==> src/rtl/arp_cache_with_aging_macros.svh <==
// ----------------------------------------------------------------------------
// ARP cache assertion macros
// Shorthand for the clocked, reset-qualified checks of the ARP cache.
// ----------------------------------------------------------------------------
`ifndef ARP_CACHE_WITH_AGING_MACROS_SVH
`define ARP_CACHE_WITH_AGING_MACROS_SVH

// Same-cycle implication, checked out of reset.
`define ARPC_ASSERT_NOW(lbl, ante, cons, msg) \
  lbl: assert property (@(posedge clk_i) disable iff (!rst_ni) (ante) |-> (cons)) \
    else $error(msg);

// Next-cycle implication, checked out of reset.
`define ARPC_ASSERT_NEXT(lbl, ante, cons, msg) \
  lbl: assert property (@(posedge clk_i) disable iff (!rst_ni) (ante) |=> (cons)) \
    else $error(msg);

`endif

==> src/rtl/arpc_pkg.sv <==
// ----------------------------------------------------------------------------
// ARP cache package
// Beat types, operation codes and constants shared by the ARP cache modules.
// ----------------------------------------------------------------------------
package arpc_pkg;

  localparam int unsigned ENTRIES_DEF = 16;

  localparam logic [15:0] TIMEOUT_RST = 16'd20;
  localparam logic [15:0] AGE_MAX     = 16'hFFFF;

  localparam logic [1:0] FUNC_INSERT = 2'd0;
  localparam logic [1:0] FUNC_LOOKUP = 2'd1;
  localparam logic [1:0] FUNC_TICK   = 2'd2;

  typedef struct packed {
    logic [1:0]  func;
    logic [31:0] ip_addr;
    logic [47:0] hw_addr;
  } in_t;

  typedef struct packed {
    logic        hit;
    logic [47:0] found_hw_addr;
    logic        evicted;
  } out_t;

  // Search record handed from cell to cell.
  typedef struct packed {
    logic [1:0]  func;
    logic [31:0] ip;
    logic        match_f;
    logic [47:0] found_hw;
    logic        free_f;
    logic [15:0] old_age;
  } scan_t;

  // Write-back command broadcast to all cells.
  typedef struct packed {
    logic        en;
    logic [31:0] ip;
    logic [47:0] hw;
  } wr_t;

endpackage

==> src/rtl/arpc_cell.sv <==
// ----------------------------------------------------------------------------
// ARP cache cell
// Holds one table entry, folds it into the passing search record and ages it.
// ----------------------------------------------------------------------------
module arpc_cell #(
  parameter int unsigned ENTRIES = arpc_pkg::ENTRIES_DEF,
  parameter int unsigned SLOT    = 0,
  localparam int unsigned IDX_W  = $clog2(ENTRIES)
) (
  input  logic                clk_i,
  input  logic                rst_ni,
  input  logic [15:0]         timeout_i,
  input  logic                scan_valid_i,
  input  arpc_pkg::scan_t     scan_i,
  input  logic [IDX_W-1:0]    match_idx_i,
  input  logic [IDX_W-1:0]    free_idx_i,
  input  logic [IDX_W-1:0]    old_idx_i,
  output logic                scan_valid_o,
  output arpc_pkg::scan_t     scan_o,
  output logic [IDX_W-1:0]    match_idx_o,
  output logic [IDX_W-1:0]    free_idx_o,
  output logic [IDX_W-1:0]    old_idx_o,
  input  arpc_pkg::wr_t       wr_i,
  input  logic [IDX_W-1:0]    wr_idx_i
);
  import arpc_pkg::*;

  localparam logic [IDX_W-1:0] MY_IDX = IDX_W'(SLOT);

  logic             valid_q, valid_d;
  logic [31:0]      ip_q;
  logic [47:0]      hw_q;
  logic [15:0]      age_q, age_d;
  logic             scan_valid_q;
  scan_t            scan_q, scan_d;
  logic [IDX_W-1:0] match_idx_q, match_idx_d;
  logic [IDX_W-1:0] free_idx_q, free_idx_d;
  logic [IDX_W-1:0] old_idx_q, old_idx_d;
  logic             live;
  logic             wr_hit;
  logic             tick_hit;

  assign live     = valid_q && (age_q < timeout_i);
  assign wr_hit   = wr_i.en && (wr_idx_i == MY_IDX);
  assign tick_hit = scan_valid_i && (scan_i.func == FUNC_TICK) && valid_q;

  always_comb begin
    scan_d      = scan_i;
    match_idx_d = match_idx_i;
    free_idx_d  = free_idx_i;
    old_idx_d   = old_idx_i;
    // first live match wins
    if (!scan_i.match_f && live && (ip_q == scan_i.ip)) begin
      scan_d.match_f  = 1'b1;
      scan_d.found_hw = hw_q;
      match_idx_d     = MY_IDX;
    end
    if (!scan_i.free_f && !live) begin
      scan_d.free_f = 1'b1;
      free_idx_d    = MY_IDX;
    end
    // strictly older only, so the lowest slot keeps a tie
    if (age_q > scan_i.old_age) begin
      scan_d.old_age = age_q;
      old_idx_d      = MY_IDX;
    end
  end

  always_comb begin
    age_d   = (age_q == AGE_MAX) ? age_q : age_q + 16'd1;
    valid_d = age_d < timeout_i;
  end

  always_ff @(posedge clk_i or negedge rst_ni) begin
    if (!rst_ni) begin
      valid_q      <= 1'b0;
      scan_valid_q <= 1'b0;
    end else begin
      scan_valid_q <= scan_valid_i;
      if (wr_hit) begin
        valid_q <= 1'b1;
      end else if (tick_hit) begin
        valid_q <= valid_d;
      end
    end
  end

  always_ff @(posedge clk_i) begin
    if (wr_hit) begin
      ip_q  <= wr_i.ip;
      hw_q  <= wr_i.hw;
      age_q <= '0;
    end else if (tick_hit) begin
      age_q <= age_d;
    end
    if (scan_valid_i) begin
      scan_q      <= scan_d;
      match_idx_q <= match_idx_d;
      free_idx_q  <= free_idx_d;
      old_idx_q   <= old_idx_d;
    end
  end

  assign scan_valid_o = scan_valid_q;
  assign scan_o       = scan_q;
  assign match_idx_o  = match_idx_q;
  assign free_idx_o   = free_idx_q;
  assign old_idx_o    = old_idx_q;

endmodule

==> src/rtl/arp_cache_with_aging.sv <==
// The search record walks the chain one cell per cycle; at the tail the controller
// resolves it into the result and write-back registers, and the finish state
// writes back and emits the result. A new beat is taken only once the controller
// is back in idle, so a beat is not accepted while the previous one is in flight.
// A result held by the receiver holds the controller and so the input.
// Reset: all entries invalid, timeout back to 20 ticks; ready from the first cycle.
// ----------------------------------------------------------------------------
// ARP cache with aging
// IPv4 to hardware address table built as a chain of entry cells with a
// small controller that launches searches, writes back inserts and returns
// one result beat per input beat.
// ----------------------------------------------------------------------------
module arp_cache_with_aging #(
  parameter int unsigned ENTRIES = arpc_pkg::ENTRIES_DEF
) (
  input  logic           clk_i,
  input  logic           rst_ni,
  input  logic           in_valid_i,
  output logic           in_ready_o,
  input  arpc_pkg::in_t  in_data_i,
  output logic           out_valid_o,
  input  logic           out_ready_i,
  output arpc_pkg::out_t out_data_o,
  input  logic           cfg_we_i,
  input  logic [15:0]    cfg_wdata_i
);
  import arpc_pkg::*;
  `include "arp_cache_with_aging_macros.svh"

  localparam int unsigned IDX_W = $clog2(ENTRIES);

  localparam logic [1:0] ST_IDLE = 2'd0;
  localparam logic [1:0] ST_SCAN = 2'd1;
  localparam logic [1:0] ST_FIN  = 2'd2;

  logic [1:0]       state_q, state_d;
  logic [15:0]      timeout_q;
  logic             hd_valid_q;
  scan_t            hd_q;
  logic [47:0]      cmd_hw_q;
  out_t             res_q, res_d;
  wr_t              wr_q, wr_d;
  logic [IDX_W-1:0] wr_idx_q, wr_idx_d;
  logic             out_valid_q;
  out_t             out_q;
  logic             in_fire;
  logic             tail_fire;
  logic             out_load;

  logic             chain_valid [ENTRIES+1];
  scan_t            chain       [ENTRIES+1];
  logic [IDX_W-1:0] chain_midx  [ENTRIES+1];
  logic [IDX_W-1:0] chain_fidx  [ENTRIES+1];
  logic [IDX_W-1:0] chain_oidx  [ENTRIES+1];
  logic [ENTRIES:0] chain_valid_vec;

  assign in_ready_o = (state_q == ST_IDLE);
  assign in_fire    = in_valid_i && in_ready_o;
  assign tail_fire  = (state_q == ST_SCAN) && chain_valid[ENTRIES];
  assign out_load   = (state_q == ST_FIN) && (!out_valid_q || out_ready_i);

  assign chain_valid[0] = hd_valid_q;
  assign chain[0]       = hd_q;
  assign chain_midx[0]  = '0;
  assign chain_fidx[0]  = '0;
  assign chain_oidx[0]  = '0;

  for (genvar g = 0; g < ENTRIES; g++) begin : g_cell
    arpc_cell #(
      .ENTRIES (ENTRIES),
      .SLOT    (g)
    ) u_cell (
      .clk_i        (clk_i),
      .rst_ni       (rst_ni),
      .timeout_i    (timeout_q),
      .scan_valid_i (chain_valid[g]),
      .scan_i       (chain[g]),
      .match_idx_i  (chain_midx[g]),
      .free_idx_i   (chain_fidx[g]),
      .old_idx_i    (chain_oidx[g]),
      .scan_valid_o (chain_valid[g+1]),
      .scan_o       (chain[g+1]),
      .match_idx_o  (chain_midx[g+1]),
      .free_idx_o   (chain_fidx[g+1]),
      .old_idx_o    (chain_oidx[g+1]),
      .wr_i         (wr_q),
      .wr_idx_i     (wr_idx_q)
    );
  end

  for (genvar g = 0; g <= ENTRIES; g++) begin : g_vld
    assign chain_valid_vec[g] = chain_valid[g];
  end

  // Resolve the finished search into a result and, for an insert, a target slot.
  always_comb begin
    res_d    = '0;
    wr_d     = '0;
    wr_idx_d = wr_idx_q;
    case (chain[ENTRIES].func)
      FUNC_INSERT: begin
        wr_d.en = 1'b1;
        wr_d.ip = chain[ENTRIES].ip;
        wr_d.hw = cmd_hw_q;
        if (chain[ENTRIES].match_f) begin
          wr_idx_d = chain_midx[ENTRIES];
        end else if (chain[ENTRIES].free_f) begin
          wr_idx_d = chain_fidx[ENTRIES];
        end else begin
          wr_idx_d      = chain_oidx[ENTRIES];
          res_d.evicted = 1'b1;
        end
      end
      FUNC_LOOKUP: begin
        res_d.hit           = chain[ENTRIES].match_f;
        res_d.found_hw_addr = chain[ENTRIES].found_hw;
      end
      default: begin
        res_d = '0;
      end
    endcase
  end

  always_comb begin
    state_d = state_q;
    case (state_q)
      ST_IDLE: if (in_fire) state_d = ST_SCAN;
      ST_SCAN: if (tail_fire) state_d = ST_FIN;
      ST_FIN:  if (out_load) state_d = ST_IDLE;
      default: state_d = ST_IDLE;
    endcase
  end

  always_ff @(posedge clk_i or negedge rst_ni) begin
    if (!rst_ni) begin
      state_q     <= ST_IDLE;
      timeout_q   <= TIMEOUT_RST;
      hd_valid_q  <= 1'b0;
      wr_q        <= '0;
      out_valid_q <= 1'b0;
    end else begin
      state_q    <= state_d;
      hd_valid_q <= in_fire;
      if (cfg_we_i) begin
        timeout_q <= cfg_wdata_i;
      end
      // write-back is a single-cycle pulse
      wr_q <= tail_fire ? wr_d : '0;
      if (out_load) begin
        out_valid_q <= 1'b1;
      end else if (out_ready_i) begin
        out_valid_q <= 1'b0;
      end
    end
  end

  always_ff @(posedge clk_i) begin
    if (in_fire) begin
      hd_q.func     <= in_data_i.func;
      hd_q.ip       <= in_data_i.ip_addr;
      hd_q.match_f  <= 1'b0;
      hd_q.found_hw <= '0;
      hd_q.free_f   <= 1'b0;
      hd_q.old_age  <= '0;
      cmd_hw_q      <= in_data_i.hw_addr;
    end
    if (tail_fire) begin
      res_q    <= res_d;
      wr_idx_q <= wr_idx_d;
    end
    if (out_load) begin
      out_q <= res_q;
    end
  end

  assign out_valid_o = out_valid_q;
  assign out_data_o  = out_q;

  `ARPC_ASSERT_NEXT(a_launch, in_fire, hd_valid_q && (state_q == ST_SCAN), "search not launched")
  `ARPC_ASSERT_NOW(a_one_rec, 1'b1, $countones(chain_valid_vec) <= 1, "several records in chain")
  `ARPC_ASSERT_NOW(a_wr_fin, wr_q.en, state_q == ST_FIN, "write-back outside finish")
  `ARPC_ASSERT_NOW(a_tail_scan, chain_valid[ENTRIES], state_q == ST_SCAN, "record left chain unexpectedly")

endmodule

==> config.mk <==
export PLATFORM = sky130hd
export DESIGN_NAME = arp_cache_with_aging
export DESIGN_NICKNAME = d
export VERILOG_FILES = /design/src/rtl/arpc_pkg.sv /design/src/rtl/arpc_cell.sv /design/src/rtl/arp_cache_with_aging.sv
export VERILOG_INCLUDE_DIRS = /design/src /design/src/rtl
export SDC_FILE = /design/constraint.sdc
export NUM_CORES = 2
export LEC_CHECK = 0
export BUFFER_PORTS_ARGS = -buffer_cell sky130_fd_sc_hd__buf_2
export CELL_PAD_IN_SITES_DETAIL_PLACEMENT = 1
export CELL_PAD_IN_SITES_GLOBAL_PLACEMENT = 2
export CORE_MARGIN = 3
export CORE_UTILIZATION = 40
export DETAILED_ROUTE_END_ITERATION = 8
export PLACE_DENSITY = 0.81
export SLEW_MARGIN = 40
export SYNTH_ARGS = -nofsm -noshare
export SYNTH_HDL_FRONTEND = slang
export SYNTH_SLANG_ARGS = --single-unit
==> constraint.sdc <==
create_clock -name clk_i -period 14.2 [get_ports clk_i]
set_input_delay 0.71 -clock clk_i [delete_from_list [all_inputs] [get_ports clk_i]]
set_output_delay 0.71 -clock clk_i [all_outputs]
set_load 0.01 [all_outputs]
### Yosys cells after proc, flatten, opt, wreduce, memory -nomap -nowiden

Index checks and enable logic that the tools add are counted.

| operators by class | value |
|---|---|
| multiply operators | 0 |
| div/mod/pow operators | 0 |
| mux-type cells | 88 |
| reductions and logical operators | 183 |
| bitwise logic cells | 1 |
| equality and inequality tests | 69 |
| magnitude comparators | 48 |
| add/sub/neg operators | 16 |
| shift operators | 0 |

Operator list:

| kind | count |
|---|---|
| 48-bit 2-to-1 mux | 15 |
| 32-bit equality test | 16 |
| 16-bit less-than comparator | 32 |
| 16-bit 2-to-1 mux | 30 |
| 16-bit by 1-bit adder with 16-bit output (second input constant) | 16 |
| 16-bit equality test (second input constant) | 16 |
| 16-bit greater-than comparator | 15 |
| 81-bit 2-to-1 mux | 2 |
| 1-bit logical AND | 113 |
| 1-bit logical NOT | 46 |
| 1-bit 2-to-1 mux | 35 |
| 2-bit equality test (second input constant) | 17 |
| 2-bit nonzero test | 17 |
| 4-bit equality test (second input constant) | 8 |
| 4-bit by 3-bit equality test with 1-bit output (second input constant) | 4 |
| 16-bit by 1-bit greater-than comparator with 1-bit output (second input constant) | 1 |
| 4-bit by 2-bit equality test with 1-bit output (second input constant) | 2 |
| 4-bit 2-to-1 mux | 2 |
| 2-bit 2-to-1 mux | 3 |
| 2-bit one-hot mux with 3 select lines | 1 |
| 2-bit by 1-bit equality test with 1-bit output (second input constant) | 2 |
| 4-bit by 1-bit equality test with 1-bit output (second input constant) | 1 |
| 2-bit logical NOT | 2 |
| 4-bit logical NOT | 1 |
| other kinds (7) | 8 |

| storage, ports and cells | value |
|---|---|
| bits in read-only memories | 0 |
| memories kept | 0 |
| output and inout bits | 52 |
| word-level logic and storage cells | 642 |
| flip-flop bits (word level) | 3,586 |
| input bits | 103 |
| bits in latches | 0 |
| RAM bits | 0 |

### Longest topological paths before layout

| depth | value |
|---|---|
| depth after elaboration | 5 |
| gate-level depth with buffers | 15 |
| depth with buffers taken out | 13 |

### Modules after synthesis

A second synthesis with hierarchy kept.

| second synthesis, totals | value |
|---|---|
| cells, all modules | 12,297 |
| area total of the unflattened synthesis | 167,373.0 µm² |

Modules (own cells, without submodules):

| module | area an instance (µm²) | cells an instance | times used | sequential area each (µm²) |
|---|---|---|---|---|
| arpc_cell (g_cell[1].u_cell ...) | 9,824.4 | 735 | 2 | 6,135.9 |
| arpc_cell (g_cell[11].u_cell ...) | 9,823.2 | 735 | 2 | 6,135.9 |
| arpc_cell (g_cell[10].u_cell ...) | 9,819.4 | 734 | 2 | 6,135.9 |
| arpc_cell (g_cell[13].u_cell ...) | 9,818.2 | 734 | 2 | 6,135.9 |
| arp_cache_with_aging | 10,099.7 | 568 | 1 | 8,115.3 |
| arpc_cell (g_cell[8].u_cell) | 9,862.0 | 733 | 1 | 6,135.9 |
| arpc_cell (g_cell[7].u_cell) | 9,857.0 | 730 | 1 | 6,135.9 |
| arpc_cell (g_cell[9].u_cell) | 9,853.2 | 726 | 1 | 6,135.9 |
| arpc_cell (g_cell[0].u_cell) | 9,836.9 | 731 | 1 | 6,135.9 |
| arpc_cell (g_cell[5].u_cell) | 9,833.2 | 732 | 1 | 6,135.9 |
| arpc_cell (g_cell[14].u_cell) | 9,826.9 | 732 | 1 | 6,135.9 |
| arpc_cell (g_cell[15].u_cell) | 9,818.2 | 735 | 1 | 6,135.9 |
| arpc_cell (g_cell[4].u_cell) | 9,815.7 | 734 | 1 | 6,135.9 |

### Least setup slack after synthesis

No wires, ideal clock.

| path | value |
|---|---|
| kind | register -> register |
| from | register g_cell[4].u_cell.scan_valid_q |
| to | register g_cell[5].u_cell.valid_q |
| arrival | 4.421 ns |
| path slack | 9.692 ns |
| clock period less this slack | 4.508 ns |
| buffers on the path | 0 |
| required time | 14.113 ns |
| library setup time | 0.087 ns |
| stages on the path, launching flop included | 6 |
| cells stage by stage | dfrtp_1 -> nand4b_1 -> a2111oi_0 -> o21ai_0 -> a211o_1 -> o211ai_1 |

| between the ends | value |
|---|---|
| cells in the longest elaborated chain, start to end | 3 |

Ends and longest elaborated chain:

| element | RTL line | text |
|---|---|---|
| start, declared | arpc_cell.sv:34 | `logic scan_valid_q;` |
| start signal, assigned | arpc_cell.sv:79 | `scan_valid_q <= scan_valid_i;` |
| 1-bit logical AND (2 in series) | arpc_cell.sv:45 | `assign tick_hit = scan_valid_i && (scan_i.func == FUNC_TICK) && valid_q;` |
| 2-bit nonzero test (no line) | n/a |  |
| end signal, assigned | arpc_cell.sv:83 | `valid_q <= valid_d;` |
| end, declared | arpc_cell.sv:30 | `logic valid_q, valid_d;` |

Every way passes these cells.
A chain may end at the register's enable or synchronous reset.

==> flow_summary.toml <==
[status]
run_status = "finished clean"

[clock_network]
htreeDepth = 5
cts_tree = "built"
cts_resized = 0
clock_sink_count = 3586
clockRootBuffer = "clkbuf_16"
clk_transition_reported_paths_ns = 0.06
clk_latency_ns = 0.95
clk_path_buf_depth = 4
tritoncts.num_buffers = 365

[layout]
num-nets-final = 11600
drive_gt1_share_pct = 17.1
finish.utilization_pct = 45.7
final-instance-count-excl-fill = 16100
syn2layout_area_growth_pct = 13.4

[yosys]
synth_simple_gate_area_share_pct = 8.82
synth.distinct_cells = 82
synth_flop_cell = "edfxtp_1"
synthesis.nets = 11200
yosys.area_share.xor_xnor_pct = 5.10
synth.top_cell.area_share_pct = 62.2
synth.yosys.seq_area_share_pct = 67.7
synth_top_family_by_area = "simple AND/OR/NAND/NOR gates"
synth.area.top_cells = "edfxtp_1, ha_1, mux2_2"
async_s_r_ff_share_synth_pct = 3.71
synth_edf_count = 3197
yosys-top-cells-count = "edfxtp_1, mux2_2, ha_1"
synth_most_common_cell = "edfxtp_1"
synth.largest_area_cell = "edfxtp_1"
netlist_instances = 10400
synth.avg_cell_area_um2 = 14.9
synth_compound_area_share_pct = 4.43
synth_warnings = 0
synth_adder_area_share_pct = 5.97
syn_area_um2 = 154000
muxShareOfSynthArea_pct = 6.21
ys_seq_elements = 3586

[hold_path]
timing.hold.worst.class = "in2reg"
min_from = "in_valid_i"
min_delay_worst_endpoint = "state_q[0]"
timing.hold.worst_path_depth = 3

[pwr]
leakage_power_nw = 60.8
powerDensity_nw_per_um2 = 128
vdd.ir_drop.worst_mv = 0.136

[setup_path]
critical_path_peak_fanout = 42
rr_startpoint = "timeout_q[7]"
setup.worst_path.end_class = "register"
worst-setup-path-type = "reg2reg"
regToRegEndpoint = "g_cell[3].u_cell.scan_o[25]"
worst-endpoint-required_ns = 14.87
r2r.worst_path.cells = 11
rrSetupSlack_ns = 9.27
timing.critical_path.arrival_ns = 5.60
critical_path.startpoint_type = "register"

[global_route]
first_global_vias = 95400
largest_net_degree_at_the_start_of_global_routing = 72
globalRouteOverflowTotal = 0
initial_antenna_violation_count = 17
combined_global_route_utilization_of_all_metal_layers_pct = 21.3
grt_first_pass_wirelength_mm = 631

[sta]
setup_violations = 0
min_period_over_period_pct = 34.7
worstMarginPinSlew_ns = 0.867
timing_hold_violations_final = 0
report.final.slew_viol_count = 0
relSlewSlack_pct = 42.2
period_minus_slack_ns = 4.93
grt_setup_unrepaired = "no"
timing.setup.tns_ns = 0
worst_case_clock_skew_ns = 0.0739
fmax_mhz = 203

[die]
die-area_um2 = 393000
die-width_um = 627
core_um2 = 383000
die_h_um = 627
rows = 227
initial_utilization_pct = 40.3
io_pins = 155

[placement]
placement.io_buffers = 154
globalplace.congestion = 0.863
placed_cells_incl_taps = 15400
dp_hpwl_mm = 288

[routing]
post_drt_via_cell_ratio = 5.52
drc_errors = 0
vias = 89200
detail_route.iter0.violations = 7473
routed_wirelength_mm = 425
route.antenna.remaining_nets = 0
drt_first_pass_iters = 6
post_drt_wl_per_cell_um = 26.3

[run]
max_cap_violations = 0
-- through the flow --
step / hold slack [ns] / setup WS (ns) / power, mW / cell area (um^2)
after global routing: 0.0364 / 9.13 / 23.1 / 175000
after floorplan: 0.400 / 9.69 / 12.4 / 154000
after CTS: 0.00941 / 9.24 / 22.6 / 175000
after global placement: 0.405 / 9.35 / 12.7 / 161000
final: 0.0912 / 9.27 / 22.4 / 175000
after detailed placement: 0.406 / 9.25 / 12.8 / 162000
-- how the worst max path moves through the flow --
stage,startpoint,end,slack [ns],depth (start not counted)
after floorplan,g_cell[4].u_cell.scan_valid_o,g_cell[5].u_cell.valid_q,9.69,5
after global placement,timeout_q[7],g_cell[3].u_cell.scan_o[20],9.35,11
after detailed placement,timeout_q[1],g_cell[3].u_cell.scan_o[32],9.25,12
after CTS,timeout_q[7],g_cell[3].u_cell.scan_o[27],9.24,11
after global routing,timeout_q[7],g_cell[3].u_cell.scan_o[25],9.13,11
final,timeout_q[7],g_cell[3].u_cell.scan_o[25],9.27,11
-- layout make-up --
type | count | area [um^2]
diodes | 9 | 22.5
clock buffers | 473 | 10000
clock inverters | 204 | 2240
fillers | 37400 | 208000
inverters | 302 | 1130
multi-input cells | 6116 | 47500
flip-flops and latches | 3586 | 105000
well taps | 5038 | 6300
repair buffers | 413 | 3230
-- flip-flops by register name (all words and copies together) (netlist names), 34 cells and up --
| name | count |
|---|---|
| g_cell.u_cell.hw_q | 768 |
| out_data_o | 50 |
| wr_q | 81 |
| g_cell.u_cell.ip_q | 512 |
| g_cell.u_cell.match_idx_o | 49 |
| cmd_hw_q | 48 |
| g_cell.u_cell.old_idx_o | 49 |
| res_q | 50 |
| g_cell.u_cell.free_idx_o | 49 |
| g_cell.u_cell.age_q | 256 |
| chain | 34 |
| g_cell.u_cell.scan_o | 1584 |
-- power by group --
part,leakage [nW],internal (mW),switching (mW),total [mW]
clock network,5.98,5.73,4.09,9.82
registers,30.9,11.7,0.164,11.8
logic,23.9,0.264,0.474,0.738
total,60.8,17.7,4.73,22.4
-- what timing repair did --
item,in CTS,in global routing
endpoints found under the hold margin,103,0
buffers inserted,0,0
hold buffers,84,0
-- layer usage --
layer | routed length (um) | share of wire, % | vias to the layer above | global-route usage [%]
met5 | 8 | 0.0019 | - | 0
met4 | 12100 | 2.9 | 2 | 5.88
met3 | 22900 | 5.4 | 584 | 2.73
met1 | 182000 | 43 | 46200 | 28.6
li1 | - | - | 39900 | -
met2 | 208000 | 49 | 2519 | 36.3
-- critical path: stages, from the launching register on --
cell and delay, ns:
dfrtp_1 0.37, inv_2 0.49, buf_4 0.54, ha_1 0.34, a21oi_1 0.13, o21ai_0 0.10, a211oi_1 0.24, o21ai_0 0.33
buf_4 0.29, nor3_4 0.53, buf_4 0.69, mux2_2 0.43
-- cell families after synthesis --
| kind of cell | Yosys count |
|---|---|
| AO/OA/AOI/OAI | 1030 |
| XOR/XNOR | 898 |
| adder cells (fa/ha/maj) | 737 |
| buffers and inverters | 677 |
| flip-flops | 3586 |
| multiplexers | 853 |
| AND/OR/NAND/NOR | 2598 |
-- placed cells by master (no fill, tap or decap), types with 134 or more instances in the layout --
master,count
inv_1,285
nand3_1,290
and3_1,175
nand2_1,478
nor3_1,134
dfxtp_1,256
edfxtp_1,3197
buf_2,153
nor2_1,525
o21ai_0,185
o211ai_1,143
ha_1,737
and2_1,211
clkbuf_16,374
a21oi_1,257
nand4_1,236
xnor2_1,452
mux2_2,814
xor2_1,446
Note: power is estimated with default switching activity, not from simulation.
